--- config.mk ---
export PLATFORM = sky130hd
export DESIGN_NAME = aes128_key_schedule_top
export DESIGN_NICKNAME = d
export VERILOG_FILES = /design/src/rtl/aks_pkg.sv /design/src/rtl/aks_datapath.sv /design/src/rtl/aks_ctrl.sv /design/src/rtl/aes128_key_schedule_top.sv
export SDC_FILE = /design/constraint.sdc
export NUM_CORES = 1
export LEC_CHECK = 0
export BUFFER_PORTS_ARGS = -buffer_cell sky130_fd_sc_hd__buf_2
export CORE_ASPECT_RATIO = 0.5
export CORE_MARGIN = 5
export CORE_UTILIZATION = 25
export DETAILED_ROUTE_END_ITERATION = 16
export HOLD_SLACK_MARGIN = 0.1
export PLACE_DENSITY = 0.52
export SLEW_MARGIN = 20
export SYNTH_ARGS = -nofsm -noshare
export SYNTH_HDL_FRONTEND = slang
export SYNTH_HIERARCHICAL = 1
export SYNTH_SLANG_ARGS = --single-unit
--- constraint.sdc ---
create_clock -name clk -period 7.2 [get_ports clk]
set_input_delay 1.08 -clock clk [delete_from_list [all_inputs] [get_ports clk]]
set_output_delay 1.08 -clock clk [all_outputs]
set_load 0.01 [all_outputs]
--- src/rtl/aks_pkg.sv ---
// types, constants and s-box table for the aes-128 key schedule
`default_nettype none
package aks_pkg;

  localparam int unsigned ROUND_W = 4;
  localparam logic [ROUND_W-1:0] LAST_ROUND = 4'd10;
  localparam logic [7:0] RCON_INIT = 8'h01;
  localparam logic [7:0] RCON_POLY = 8'h1b;

  typedef enum logic [0:0] {
    ST_IDLE,
    ST_RUN
  } state_t;

  typedef struct packed {
    logic load;
    logic step;
  } cmd_t;

  typedef struct packed {
    logic last;
  } status_t;

  localparam logic [7:0] SBOX [256] = '{
    8'h63,8'h7c,8'h77,8'h7b,8'hf2,8'h6b,8'h6f,8'hc5,8'h30,8'h01,8'h67,8'h2b,8'hfe,8'hd7,8'hab,8'h76,
    8'hca,8'h82,8'hc9,8'h7d,8'hfa,8'h59,8'h47,8'hf0,8'had,8'hd4,8'ha2,8'haf,8'h9c,8'ha4,8'h72,8'hc0,
    8'hb7,8'hfd,8'h93,8'h26,8'h36,8'h3f,8'hf7,8'hcc,8'h34,8'ha5,8'he5,8'hf1,8'h71,8'hd8,8'h31,8'h15,
    8'h04,8'hc7,8'h23,8'hc3,8'h18,8'h96,8'h05,8'h9a,8'h07,8'h12,8'h80,8'he2,8'heb,8'h27,8'hb2,8'h75,
    8'h09,8'h83,8'h2c,8'h1a,8'h1b,8'h6e,8'h5a,8'ha0,8'h52,8'h3b,8'hd6,8'hb3,8'h29,8'he3,8'h2f,8'h84,
    8'h53,8'hd1,8'h00,8'hed,8'h20,8'hfc,8'hb1,8'h5b,8'h6a,8'hcb,8'hbe,8'h39,8'h4a,8'h4c,8'h58,8'hcf,
    8'hd0,8'hef,8'haa,8'hfb,8'h43,8'h4d,8'h33,8'h85,8'h45,8'hf9,8'h02,8'h7f,8'h50,8'h3c,8'h9f,8'ha8,
    8'h51,8'ha3,8'h40,8'h8f,8'h92,8'h9d,8'h38,8'hf5,8'hbc,8'hb6,8'hda,8'h21,8'h10,8'hff,8'hf3,8'hd2,
    8'hcd,8'h0c,8'h13,8'hec,8'h5f,8'h97,8'h44,8'h17,8'hc4,8'ha7,8'h7e,8'h3d,8'h64,8'h5d,8'h19,8'h73,
    8'h60,8'h81,8'h4f,8'hdc,8'h22,8'h2a,8'h90,8'h88,8'h46,8'hee,8'hb8,8'h14,8'hde,8'h5e,8'h0b,8'hdb,
    8'he0,8'h32,8'h3a,8'h0a,8'h49,8'h06,8'h24,8'h5c,8'hc2,8'hd3,8'hac,8'h62,8'h91,8'h95,8'he4,8'h79,
    8'he7,8'hc8,8'h37,8'h6d,8'h8d,8'hd5,8'h4e,8'ha9,8'h6c,8'h56,8'hf4,8'hea,8'h65,8'h7a,8'hae,8'h08,
    8'hba,8'h78,8'h25,8'h2e,8'h1c,8'ha6,8'hb4,8'hc6,8'he8,8'hdd,8'h74,8'h1f,8'h4b,8'hbd,8'h8b,8'h8a,
    8'h70,8'h3e,8'hb5,8'h66,8'h48,8'h03,8'hf6,8'h0e,8'h61,8'h35,8'h57,8'hb9,8'h86,8'hc1,8'h1d,8'h9e,
    8'he1,8'hf8,8'h98,8'h11,8'h69,8'hd9,8'h8e,8'h94,8'h9b,8'h1e,8'h87,8'he9,8'hce,8'h55,8'h28,8'hdf,
    8'h8c,8'ha1,8'h89,8'h0d,8'hbf,8'he6,8'h42,8'h68,8'h41,8'h99,8'h2d,8'h0f,8'hb0,8'h54,8'hbb,8'h16
  };

endpackage
`default_nettype wire

--- src/rtl/aks_datapath.sv ---
// round key register, round counter, round constant and next-key logic
`default_nettype none
module aks_datapath (
  input  wire logic                        clk,
  input  wire aks_pkg::cmd_t               cmd,
  output aks_pkg::status_t                 status,
  input  wire logic [63:0]                 in_key_high,
  input  wire logic [63:0]                 in_key_low,
  output logic [aks_pkg::ROUND_W-1:0]      round_number,
  output logic [63:0]                      round_key_high,
  output logic [63:0]                      round_key_low
);

  logic [127:0]                 key_r, key_nxt;
  logic [aks_pkg::ROUND_W-1:0]  round_r, round_nxt;
  logic [7:0]                   rcon_r, rcon_nxt;

  logic [31:0] w0, w1, w2, w3;
  logic [31:0] rot, sub, t;
  logic [31:0] n0, n1, n2, n3;

  always_comb begin
    w0 = key_r[127:96];
    w1 = key_r[95:64];
    w2 = key_r[63:32];
    w3 = key_r[31:0];
    rot = {w3[23:0], w3[31:24]};
    sub = {aks_pkg::SBOX[rot[31:24]], aks_pkg::SBOX[rot[23:16]],
           aks_pkg::SBOX[rot[15:8]],  aks_pkg::SBOX[rot[7:0]]};
    t  = sub ^ {rcon_r, 24'h000000};
    n0 = w0 ^ t;
    n1 = w1 ^ n0;
    n2 = w2 ^ n1;
    n3 = w3 ^ n2;

    key_nxt   = key_r;
    round_nxt = round_r;
    rcon_nxt  = rcon_r;
    if (cmd.load) begin
      key_nxt   = {in_key_high, in_key_low};
      round_nxt = '0;
      rcon_nxt  = aks_pkg::RCON_INIT;
    end else if (cmd.step) begin
      key_nxt   = {n0, n1, n2, n3};
      round_nxt = round_r + aks_pkg::ROUND_W'(1);
      rcon_nxt  = {rcon_r[6:0], 1'b0} ^ (rcon_r[7] ? aks_pkg::RCON_POLY : 8'h00);
    end
  end

  always_ff @(posedge clk) begin
    key_r   <= key_nxt;
    round_r <= round_nxt;
    rcon_r  <= rcon_nxt;
  end

  assign status.last     = (round_r == aks_pkg::LAST_ROUND);
  assign round_number    = round_r;
  assign round_key_high  = key_r[127:64];
  assign round_key_low   = key_r[63:0];

endmodule
`default_nettype wire

--- src/rtl/aks_ctrl.sv ---
// controller state machine for the key schedule
`default_nettype none
module aks_ctrl (
  input  wire logic              clk,
  input  wire logic              rst_n,
  input  wire logic              in_valid,
  output logic                   in_stall,
  output logic                   out_valid,
  input  wire logic              out_stall,
  input  wire aks_pkg::status_t  status,
  output aks_pkg::cmd_t          cmd
);

  aks_pkg::state_t state_r, state_nxt;

  always_ff @(posedge clk) begin
    if (!rst_n) begin
      state_r <= aks_pkg::ST_IDLE;
    end else begin
      state_r <= state_nxt;
    end
  end

  always_comb begin
    state_nxt = state_r;
    out_valid = 1'b0;
    in_stall  = 1'b1;
    cmd       = '0;
    case (state_r)
      aks_pkg::ST_IDLE: begin
        in_stall = 1'b0;
        cmd.load = in_valid;
        if (in_valid) begin
          state_nxt = aks_pkg::ST_RUN;
        end
      end
      aks_pkg::ST_RUN: begin
        out_valid = 1'b1;
        if (!out_stall) begin
          if (status.last) begin
            in_stall  = 1'b0;
            cmd.load  = in_valid;
            state_nxt = in_valid ? aks_pkg::ST_RUN : aks_pkg::ST_IDLE;
          end else begin
            cmd.step = 1'b1;
          end
        end
      end
      default: begin
        state_nxt = aks_pkg::ST_IDLE;
      end
    endcase
  end

endmodule
`default_nettype wire

--- src/rtl/aes128_key_schedule_top.sv ---
// top level of the aes-128 key schedule
// input channel: one beat carries a 128-bit cipher key as in_key_high and
// in_key_low; accepted when in_valid is high and in_stall low
// result channel: eleven beats per key, round keys 0 to 10 in order, each
// with out_round_number, out_round_key_high, out_round_key_low and
// out_last_round set on round 10
// latency: round key 0 is shown the cycle after the key beat is taken
// throughput: one round key per cycle when the receiver does not stall, from
// a single round unit (one rotate, four s-box lookups and the word xor
// chain); the next key is taken in the cycle the last round key is taken
// a stall on the result channel holds the shown round key and freezes the
// schedule; no new key is taken until all eleven beats have gone
// reset returns the controller to idle and drops any schedule in progress;
// nothing is kept between keys
`default_nettype none
module aes128_key_schedule_top (
  input  wire logic        clk,
  input  wire logic        rst_n,
  input  wire logic        in_valid,
  output logic             in_stall,
  input  wire logic [63:0] in_key_high,
  input  wire logic [63:0] in_key_low,
  output logic             out_valid,
  input  wire logic        out_stall,
  output logic [3:0]       out_round_number,
  output logic [63:0]      out_round_key_high,
  output logic [63:0]      out_round_key_low,
  output logic             out_last_round
);

  aks_pkg::cmd_t    cmd;
  aks_pkg::status_t status;

  aks_ctrl u_ctrl (
    .clk       (clk),
    .rst_n     (rst_n),
    .in_valid  (in_valid),
    .in_stall  (in_stall),
    .out_valid (out_valid),
    .out_stall (out_stall),
    .status    (status),
    .cmd       (cmd)
  );

  aks_datapath u_datapath (
    .clk            (clk),
    .cmd            (cmd),
    .status         (status),
    .in_key_high    (in_key_high),
    .in_key_low     (in_key_low),
    .round_number   (out_round_number),
    .round_key_high (out_round_key_high),
    .round_key_low  (out_round_key_low)
  );

  assign out_last_round = status.last;

  // key beat starts a schedule at round 0
  a_start_round0 : assert property (@(posedge clk) disable iff (!rst_n)
    (in_valid && !in_stall) |=> (out_valid && out_round_number == 4'd0))
    else $error("schedule did not start at round 0");

  // a taken non-final round key is followed by the next round
  a_round_advance : assert property (@(posedge clk) disable iff (!rst_n)
    (out_valid && !out_stall && !out_last_round) |=>
      (out_valid && out_round_number == 4'($past(out_round_number) + 4'd1)))
    else $error("round number did not advance by one");

  // no key is taken mid-schedule
  a_no_overlap : assert property (@(posedge clk) disable iff (!rst_n)
    (in_valid && !in_stall && out_valid) |-> (out_last_round && !out_stall))
    else $error("key taken while schedule in progress");

  // round number stays in range while shown
  a_round_range : assert property (@(posedge clk) disable iff (!rst_n)
    out_valid |-> (out_round_number <= 4'd10))
    else $error("round number out of range");

endmodule
`default_nettype wire

# Yosys cells after proc, flatten, opt, wreduce, memory -nomap -nowiden
# Memories as Yosys holds them, arrays and structs flattened.
# Index checks and enable logic that the tools add are counted.
# Widths: inputs -> output; s select.
word_totals:
  ff_bits: 141
  latch_bits: 0
  ram_bits: 0
  mem_bits_ro: 8192
  n_memories: 4
mem_list:
  columns: ["name", "words", "word_bits", "read_ports", "rd_clocked_by_memory_dff", "wr", "line", "text"]
  rows:
  - ["(no name shown)", 256, 8, 1, 0, 0, "aks_datapath.sv:28", "sub = {aks_pkg::SBOX[rot[31:24]], aks_pkg::SBOX[rot[23:16]],"]
  - ["(no name shown)", 256, 8, 1, 0, 0, "aks_datapath.sv:29", "aks_pkg::SBOX[rot[15:8]], aks_pkg::SBOX[rot[7:0]]};"]
  - ["(no name shown)", 256, 8, 1, 0, 0, "aks_datapath.sv:28", null]
  - ["(no name shown)", 256, 8, 1, 0, 0, "aks_datapath.sv:29", null]
classes:
  add_sub_neg: 1
  multipliers: 0
  div: 0
  magnitude_cmp: 4
  n_eq_ne: 1
  shifts: 0
  mux: 23
  bitwise_logic: 11
  n_reduce_logical: 1
op_table:
  columns: ["operator", "n"]
  rows:
  - ["$mux 128", 2]
  - ["$xor 32x32->32", 5]
  - ["$mux 8", 8]
  - ["$ge 9x9->1 const B", 4]
  - ["$not 8->9", 4]
  - ["$mux 1", 8]
  - ["$xor 8x8->8", 1]
  - ["$pmux 1 s2", 3]
  - ["$mux 5", 1]
  - ["$add 4x1->4 const B", 1]
  - ["$eq 4x4->1 const B", 1]
  - ["$mux 2", 1]
  - ["$reduce_bool 2->1", 1]
  - ["$not 1->1", 1]

# Depth between registers and ports, before layout
# Gate-level depths: netlist (run 1).
logic_depth:
  word_depth: 11
  ltp_mapped: 16

# By module
# Netlist (run 1), hierarchy kept.
modules_own_cells:
  columns: ["mod", "n_inst", "cells_per_inst", "area_each_um2", "seq_area_each_um2"]
  rows:
  - ["aks_datapath", 1, 2884, 22250.1, 4083.9]
  - ["aks_ctrl", 1, 9, 63.8, 20.0]

# Worst setup path after synthesis (run 1)
# OpenSTA, ideal clock, no wires.
synth_path:
  kind: "input to register"
  startpoint: "input out_stall"
  endpoint: "register u_datapath.key_r[0], enable pin"
  setup_time_ps: 433
  arrival_ps: 3747
  required_ps: 6767
  setup_slack_ps: 3020
  stages: 5
  path_buffers: 2
  cell_sequence: "nand2b_1 -> a21oi_1 -> clkbuf_1 -> clkbuf_1 -> or2_2"
synth_rtl:
  columns: ["element", "line", "text"]
  rows:
  - ["start: declaration", "aes128_key_schedule_top.sv:24", "input wire logic out_stall,"]
  - ["end signal: assignment", "aks_datapath.sv:51", "key_r <= key_nxt;"]
  - ["end: declaration", "aks_datapath.sv:14", "logic [127:0] key_r, key_nxt;"]

# Final worst setup path (run 1)
layout_path:
  startpoint: "register u_datapath.key_r[9]"
  endpoint: "register u_datapath.key_r[20], data pin"
layout_between:
  elab_chain_len: 11
layout_lines:
  columns: ["element", "line", "text"]
  rows:
  - ["$not 8->9 (not written as such)", "aks_datapath.sv:28", null]
  - ["$mem_v2 256x8", null, null]
  - ["$mux 8 (not written as such) (2 in a row)", "aks_datapath.sv:28", null]
  - ["$xor 32x32->32", "aks_datapath.sv:30", "t = sub ^ {rcon_r, 24'h000000};"]
  - ["$xor 32x32->32", "aks_datapath.sv:31", "n0 = w0 ^ t;"]
  - ["$xor 32x32->32", "aks_datapath.sv:32", "n1 = w1 ^ n0;"]
  - ["$xor 32x32->32", "aks_datapath.sv:33", "n2 = w2 ^ n1;"]
  - ["$xor 32x32->32", "aks_datapath.sv:34", "n3 = w3 ^ n2;"]
  - ["$mux 128", "aks_datapath.sv:43", "end else if (cmd.step) begin"]
  - ["$mux 128", "aks_datapath.sv:39", "if (cmd.load) begin"]
  - ["net u_datapath.key_nxt[20]", "aks_datapath.sv:14", null]
# The timed path passes the listed nets, and every way through them passes these cells. The select of a mux whose other input is x is not followed.
# A chain may end at the register's enable or synchronous reset.

==> results.py, run 1 <==
metrics = {
    "sta": {
        "max_slew_margin": 0.2733,
        "fin_crit_sh": 0.7164,
        "final.setup_skew_ns": 0.01428,
        "tightest_slew_ns": 1.088,
        "rsz0062_at_grt": "false",
        "setup_viol": 0,
        "final.min_clock_period_ns": 5.158,
        "max_freq_ghz": 0.1939,
        "drv_slew": 0,
        "finalSetupTns_ns": 0,
        "hold_viol": 0,
    },
    "critical_path": {
        "crit_fanout": 37,
        "r2r-end": "u_datapath/key_r[20]",
        "reg2reg_from": "u_datapath/key_r[9]",
        "r2r_slack_ns": 2.04,
        "startpoint_type": "flop",
        "worst_setup_path_end_kind": "flop",
        "setup.worst_path.start": "u_datapath/key_r[9]",
        "r2r_cells": 12,
        "cp.arrival_ns": 5.34,
        "worstSetupPathType": "reg2reg",
        "required_ns": 7.38,
    },
    "clocking": {
        "clk_pin_slew_ns": 0.07,
        "numCtsBuffers": 17,
        "cts.root.buffer_cell": "clkbuf_16",
        "htreeDepth": 4,
        "clock-sinks": 141,
        "cts_tree": "done",
        "post_cts.repair.setup_buffers": 0,
        "post_cts_resized": 0,
        "cts_hold_buffers": 0,
        "clk_latency_ns": 0.47,
        "ctsLongestPathBuffers": 2,
    },
    "yosys": {
        "syn-instance-count": 2893,
        "ys_types": 102,
        "synth_top_cell_by_area": "edfxtp_1",
        "synth_edf_count": 128,
        "synthTopCellsByArea": "edfxtp_1, o21ai_0, nand2_1",
        "synthFlopType": "edfxtp_1",
        "async_flop_share": 0,
        "syn_avg_cell_area_um2": 7.713,
        "ys_seq_area_frac": 0.1839,
        "synthesis.area_um2": 22310,
        "yosysWarnings": 6,
        "ys_ff_latch": 141,
        "syn_nets": 3087,
        "synth_top_area_frac": 0.1723,
    },
    "layout": {
        "nets": 3105,
        "area_growth_pct": 10.82,
        "drive_above_1_share": 0.1679,
    },
    "status": {
        "outcome": "finished clean",
    },
    "hold_path": {
        "min_path_type": "reg2reg",
        "hold_start": "u_datapath/round_number[1]",
        "min_path_cells": 2,
        "min_to": "u_datapath/round_number[1]",
    },
    "floorplanning": {
        "initial_core_util": 0.2523,
        "die_h_um": 221.3,
        "core_area_um2": 88440,
        "die-area_um2": 95690,
        "die_w_um": 432.5,
        "io_pins": 267,
        "num_rows": 77,
    },
    "detailed_routing": {
        "wl_per_cell_um": 26.31,
        "routed.top_layer": "met5",
        "wl_met2_mm": 48.20,
        "wl_met1_mm": 43.02,
        "drtIter0Drc": 4094,
        "drtAntennaViolNets": 0,
        "firstDrtPassIters": 6,
        "vias": 25290,
        "wirelength_mm": 108.2,
        "viasPerCell": 6.152,
        "drc": 0,
        "wl_met3_mm": 10.92,
    },
    "grt": {
        "grt_use_total": 0.2125,
        "antenna_found_initial": 5,
        "grt_overflow": 0,
        "grt_pass1_vias": 23540,
        "grt_max_degree": 131,
        "grt_pass1_wl_mm": 158.6,
    },
    "place": {
        "gp_congestion": 1.027,
        "io_buffers": 266,
        "dpl.hpwl_mm": 75.71,
    },
    "run": {
        "drv_cap": 0,
    },
}
-- per-layer routing --
metal,vias up,track usage
li1,10990,-
met1,12150,0.2798
met2,1795,0.3349
met3,359,0.04341
met4,4,0.09762
met5,-,0
-- synth_stat cells, types with 14 or more instances --
cell type / instances
xnor3_1: 30
a21o_1: 17
a21oi_1: 156
inv_1: 40
mux4_2: 27
and3_1: 20
a311oi_1: 49
o311a_1: 16
o211ai_1: 47
a311o_1: 15
a2111oi_0: 21
nor3_1: 92
xor2_1: 45
mux2_2: 38
edfxtp_1: 128
nand2_1: 282
o21ai_0: 236
a32oi_1: 16
nor2b_1: 97
and2_1: 37
ha_1: 62
nand3_1: 89
o31ai_1: 28
mux2i_1: 54
nor3b_1: 23
o21ai_1: 16
nand4_1: 20
nand2b_1: 101
a211o_1: 14
nor2_1: 171
o311ai_0: 41
a211oi_1: 70
buf_1: 22
or2_2: 21
clkbuf_1: 138
a31oi_1: 58
o22ai_1: 19
or3_1: 15
o221ai_1: 17
xnor2_1: 86
a221oi_1: 24
buf_2: 134
buf_4: 24
o2111ai_1: 16
-- placed cells by master, fill, tap and decap left out, drive strengths merged, types with 90 or more instances in the layout --
cell type and count:
xnor2 92, nor2b 98, o21ai 252, a21oi 158, nor3 92, buf 327, nand2 283, nand2b 101
nand3 90, edfxtp 128, nor2 172
-- worst max-delay path by stage --
| stage | slack (ns) | end | depth (start not counted) |
|---|---|---|---|
| 3_3_place_gp | 2.21 | u_datapath/key_r[20] | 12 |
| 2_1_floorplan | 3.02 | u_datapath/key_r[0] | 5 |
| 5_1_grt | 2.01 | u_datapath/key_r[20] | 12 |
| 4_1_cts | 2.24 | u_datapath/key_r[20] | 12 |
| 3_5_place_dp | 2.23 | u_datapath/key_r[20] | 12 |
| 6_report | 2.04 | u_datapath/key_r[20] | 12 |
-- flip-flops by register name, indices dropped and copies added (netlist names) --
name                     flops
u_ctrl/state_r               1
u_datapath/key_r           128
u_datapath/rcon_r            8
u_datapath/round_number      4
-- kinds of logic after synthesis --
kind of cell    after synthesis  share of synthesized area
mux                         120                    0.07166
fa+ha+maj                    62                    0.03476
flops                       141                     0.1839
buf+inv                     377                    0.07839
xor+xnor                    172                    0.09073
simple gates               1025                     0.2306
compound gates              996                     0.3099
-- area by class of cell --
cell class / instances / area [um^2]
clock buffer: 17 / 425.4
fill: 9643 / 63710
timing repair buffer: 327 / 1847
sequential: 141 / 4104
clock inverter: 15 / 198.9
tap: 1185 / 1483
inverter: 49 / 183.9
multi-input combinational: 2375 / 16480
antenna: 2 / 5.005
-- per-stage QoR --
step / utilization / std cells / instance area (um^2) / setup slack, ns / hold WS (ns)
after floorplan: - / 2893 / 22310 / 3.020 / 0.4857
after global placement: 0.2721 / 4075 / 24060 / 2.211 / 0.5149
after detailed placement: 0.2723 / 4076 / 24080 / 2.231 / 0.5244
after CTS: 0.2793 / 4108 / 24710 / 2.239 / 0.5341
after global routing: 0.2796 / 4110 / 24730 / 2.008 / 0.5606
final: 0.2796 / 4111 / 24730 / 2.042 / 0.5355
-- worst max-delay path: stages, from the launching register on --
cell and delay, ns:
edfxtp_1 0.32, buf_4 0.39, inv_1 0.36, ha_1 0.93, or2_1 0.39, o21ai_0 0.26, mux4_2 0.53, a2111oi_0 0.68
a211oi_1 0.19, mux2i_4 0.38, mux2i_1 0.24, a21o_1 0.14, a31oi_1 0.04
Power of run 1 is not shown: default switching activity piles up to over one toggle a cycle in this logic, so the estimate is an artifact.
==> run 2, diff against run 1 <==
- ABC_AREA: default -> 1
- PLACE_DENSITY: 0.52 -> 0.54
- clock period: 7.2 -> 4.6 ns (I/O delays scaled with it)
==> run 2 against run 1 <==
Effect of this change: register-to-register slack got worse by 1.5 ns; sequential share of layout area rose by 1.5 points; design area fell by 8.1%; clock skew rose by 0.013 ns; sequential cell count did not move; final cell count rose by 15%; utilization rose by 1.2 points; count of clock-buffer cells in the layout did not move; hold slack got worse by 0.094 ns; area after synthesis fell by 11%; global-route usage rose by 3.9 points; critical path type unchanged; critical endpoint is now u_datapath/key_r[6].
==> results.py, run 2 <==
metrics = {
    "status": {
        "outcome": "finished clean",
    },
    "sta": {
        "fin_crit_sh": 0.8790,
        "finalSetupTns_ns": 0,
        "final.min_clock_period_ns": 4.043,
        "tightest_slew_ns": 1.052,
        "drv_slew": 0,
        "setup_ws_ns": 0.5566,
        "max_freq_ghz": 0.2473,
        "hold_viol": 0,
        "max_slew_margin": 0.2944,
        "final.setup_skew_ns": 0.02742,
        "rsz0062_at_grt": "false",
        "whs_ns": 0.4417,
        "setup_viol": 0,
    },
    "critical_path": {
        "r2r-end": "u_datapath/key_r[6]",
        "required_ns": 4.82,
        "startpoint_type": "flop",
        "r2r_slack_ns": 0.56,
        "reg2reg_from": "u_datapath/key_r[24]",
        "crit_fanout": 11,
        "worstSetupPathType": "reg2reg",
        "crit_chain": "clkinv_1 > ha_1 > nor2_1 > nor2_1 > nand2_1 > nand3_1 > nand3_1 > nand3_1 > nand3_1 > nand2_1 > nand2_1 > nand3_1 > nand2_1 > nand2_1 > nand3_1 > nand2_1 > nand2_1",
        "r2r_cells": 17,
        "max_stage_delay_ns": 0.70,
        "critPathSlowestCell": "ha_1",
        "worst_setup_path_end_kind": "flop",
        "crit_top_cell": "nand2_1",
        "cp.arrival_ns": 4.26,
    },
    "yosys": {
        "synth_top_cell_by_area": "nand3_1",
        "synth_common_cells": "nand2_1, nand3_1, nor2_1",
        "async_flop_share": 0,
        "syn-instance-count": 3509,
        "synth_top_area_frac": 0.2567,
        "ys_types": 32,
        "synthFlopType": "edfxtp_1",
        "yosysWarnings": 6,
        "ys_seq_area_frac": 0.2074,
        "synthesis.area_um2": 19790,
        "synth.most_common_cell": "nand2_1",
        "syn_nets": 3703,
        "syn_avg_cell_area_um2": 5.639,
        "synthTopCellsByArea": "nand3_1, nand2_1, edfxtp_1",
        "ys_ff_latch": 141,
        "synth_edf_count": 128,
    },
    "detailed_routing": {
        "viasPerCell": 5.750,
        "vias": 27100,
        "firstDrtPassIters": 8,
        "drtAntennaViolNets": 0,
        "wirelength_mm": 113.4,
        "wl_per_cell_um": 24.07,
        "drtIter0Drc": 4077,
        "drc": 0,
    },
    "layout": {
        "largest_register_ffs": 128,
        "final_cell_mix": "nand2_1, nand3_1, nor2_1",
        "area_growth_pct": 14.79,
        "drive_above_1_share": 0.1242,
        "fin_area_um2": 22720,
        "nets": 3852,
        "layout_commonest_cell": "nand2_1",
        "regMostFlops": "u_datapath/key_r",
    },
    "floorplanning": {
        "initial_core_util": 0.2542,
        "io_pins": 267,
        "num_rows": 72,
        "core_area_um2": 77830,
        "die_h_um": 208.9,
        "die-area_um2": 85220,
        "die_w_um": 407.9,
    },
    "hold_path": {
        "min_path_cells": 3,
        "min_path_type": "in2reg",
        "min_to": "u_ctrl/state_r",
        "hold_start": "rst_n",
    },
    "grt": {
        "grt_pass1_vias": 24810,
        "busiest_layer": "met2",
        "grt_max_degree": 124,
        "grt_pass1_wl_mm": 165.4,
        "grt_use_total": 0.2515,
        "use_met2": 0.4004,
        "antenna_found_initial": 5,
        "use_met3": 0.04448,
        "use_met1": 0.3241,
        "grt_overflow": 0,
    },
    "clocking": {
        "clk_pin_slew_ns": 0.08,
        "htreeDepth": 4,
        "ctsLongestPathBuffers": 2,
        "post_cts_resized": 0,
        "clock-sinks": 141,
        "clk_latency_ns": 0.48,
        "cts.root.buffer_cell": "clkbuf_16",
        "cts_hold_buffers": 0,
        "post_cts.repair.setup_buffers": 0,
        "numCtsBuffers": 17,
        "cts_tree": "done",
    },
    "place": {
        "place_area_um2": 22150,
        "gp_congestion": 0.9828,
        "io_buffers": 266,
        "dp_slack_ns": 0.7196,
        "dpl.hpwl_mm": 83.35,
    },
    "pwr": {
        "p_leak_nw": 11.09,
        "p_total_mw": 17.60,
        "peakVddDrop_uv": 375.0,
        "p_per_area_nw_per_um2": 774.6,
    },
    "run": {
        "drv_cap": 0,
    },
}
## run 2: cell type report
cell class              instances  area, um^2
clock buffers                  17       425.4
clock inverters                15       125.1
fillers                      8990       55120
repair buffers                357        2090
flip-flops and latches        141        4104
inverters                     235       889.6
multi-input cells            2906       13770
well taps                    1036        1296
diodes                          6       15.01
## run 2: cell families after synthesis
group / Yosys count / synth area share
adder cells (fa/ha/maj): 62 / 0.03920
flip-flops: 141 / 0.2074
buffers and inverters: 462 / 0.09806
AO/OA/AOI/OAI: 407 / 0.1148
XOR/XNOR: 11 / 0.004868
AND/OR/NAND/NOR: 2426 / 0.5357
## run 2: how the worst max path moves through the flow
stage | from | to | depth (start not counted)
after CTS | u_datapath/key_r[24] | u_datapath/key_r[3] | 17
final | u_datapath/key_r[24] | u_datapath/key_r[6] | 17
after global placement | u_datapath/key_r[24] | u_datapath/key_r[7] | 17
after detailed placement | u_datapath/key_r[24] | u_datapath/key_r[3] | 17
after floorplan | u_datapath/round_number[1] | u_datapath/key_r[0] | 12
after global routing | u_datapath/key_r[9] | u_datapath/key_r[22] | 17
## run 2: critical path: cells and delay by family (launching register included)
kind	cells	cell delay, ns
buf+inv	1	0.47
fa+ha+maj	1	0.70
flops	1	0.63
simple gates	15	1.98
## run 2: routing by layer
layer / wire [um] / vias to the layer above / part of all wire
li1: - / 12250 / -
met1: 45470 / 12740 / 0.40
met2: 50440 / 1735 / 0.44
met3: 10350 / 382 / 0.091
met4: 7164 / 0 / 0.063
met5: 0 / - / 0
## run 2: through the flow
step,util,cells
floorplan,-,3509
global placement,0.2846,4675
detailed placement,0.2846,4675
CTS,0.2917,4707
global route,0.2918,4712
finish,0.2918,4713
## run 2: power breakdown
| group | total (mW) | switching, mW | internal (mW) |
|---|---|---|---|
| Combinational | 13.8 | 9.94 | 3.84 |
| Clock | 1.43 | 0.723 | 0.712 |
| Sequential | 2.39 | 0.390 | 2.00 |
| Total | 17.6 | 11.1 | 6.54 |
(Power assumes the default switching activity.)
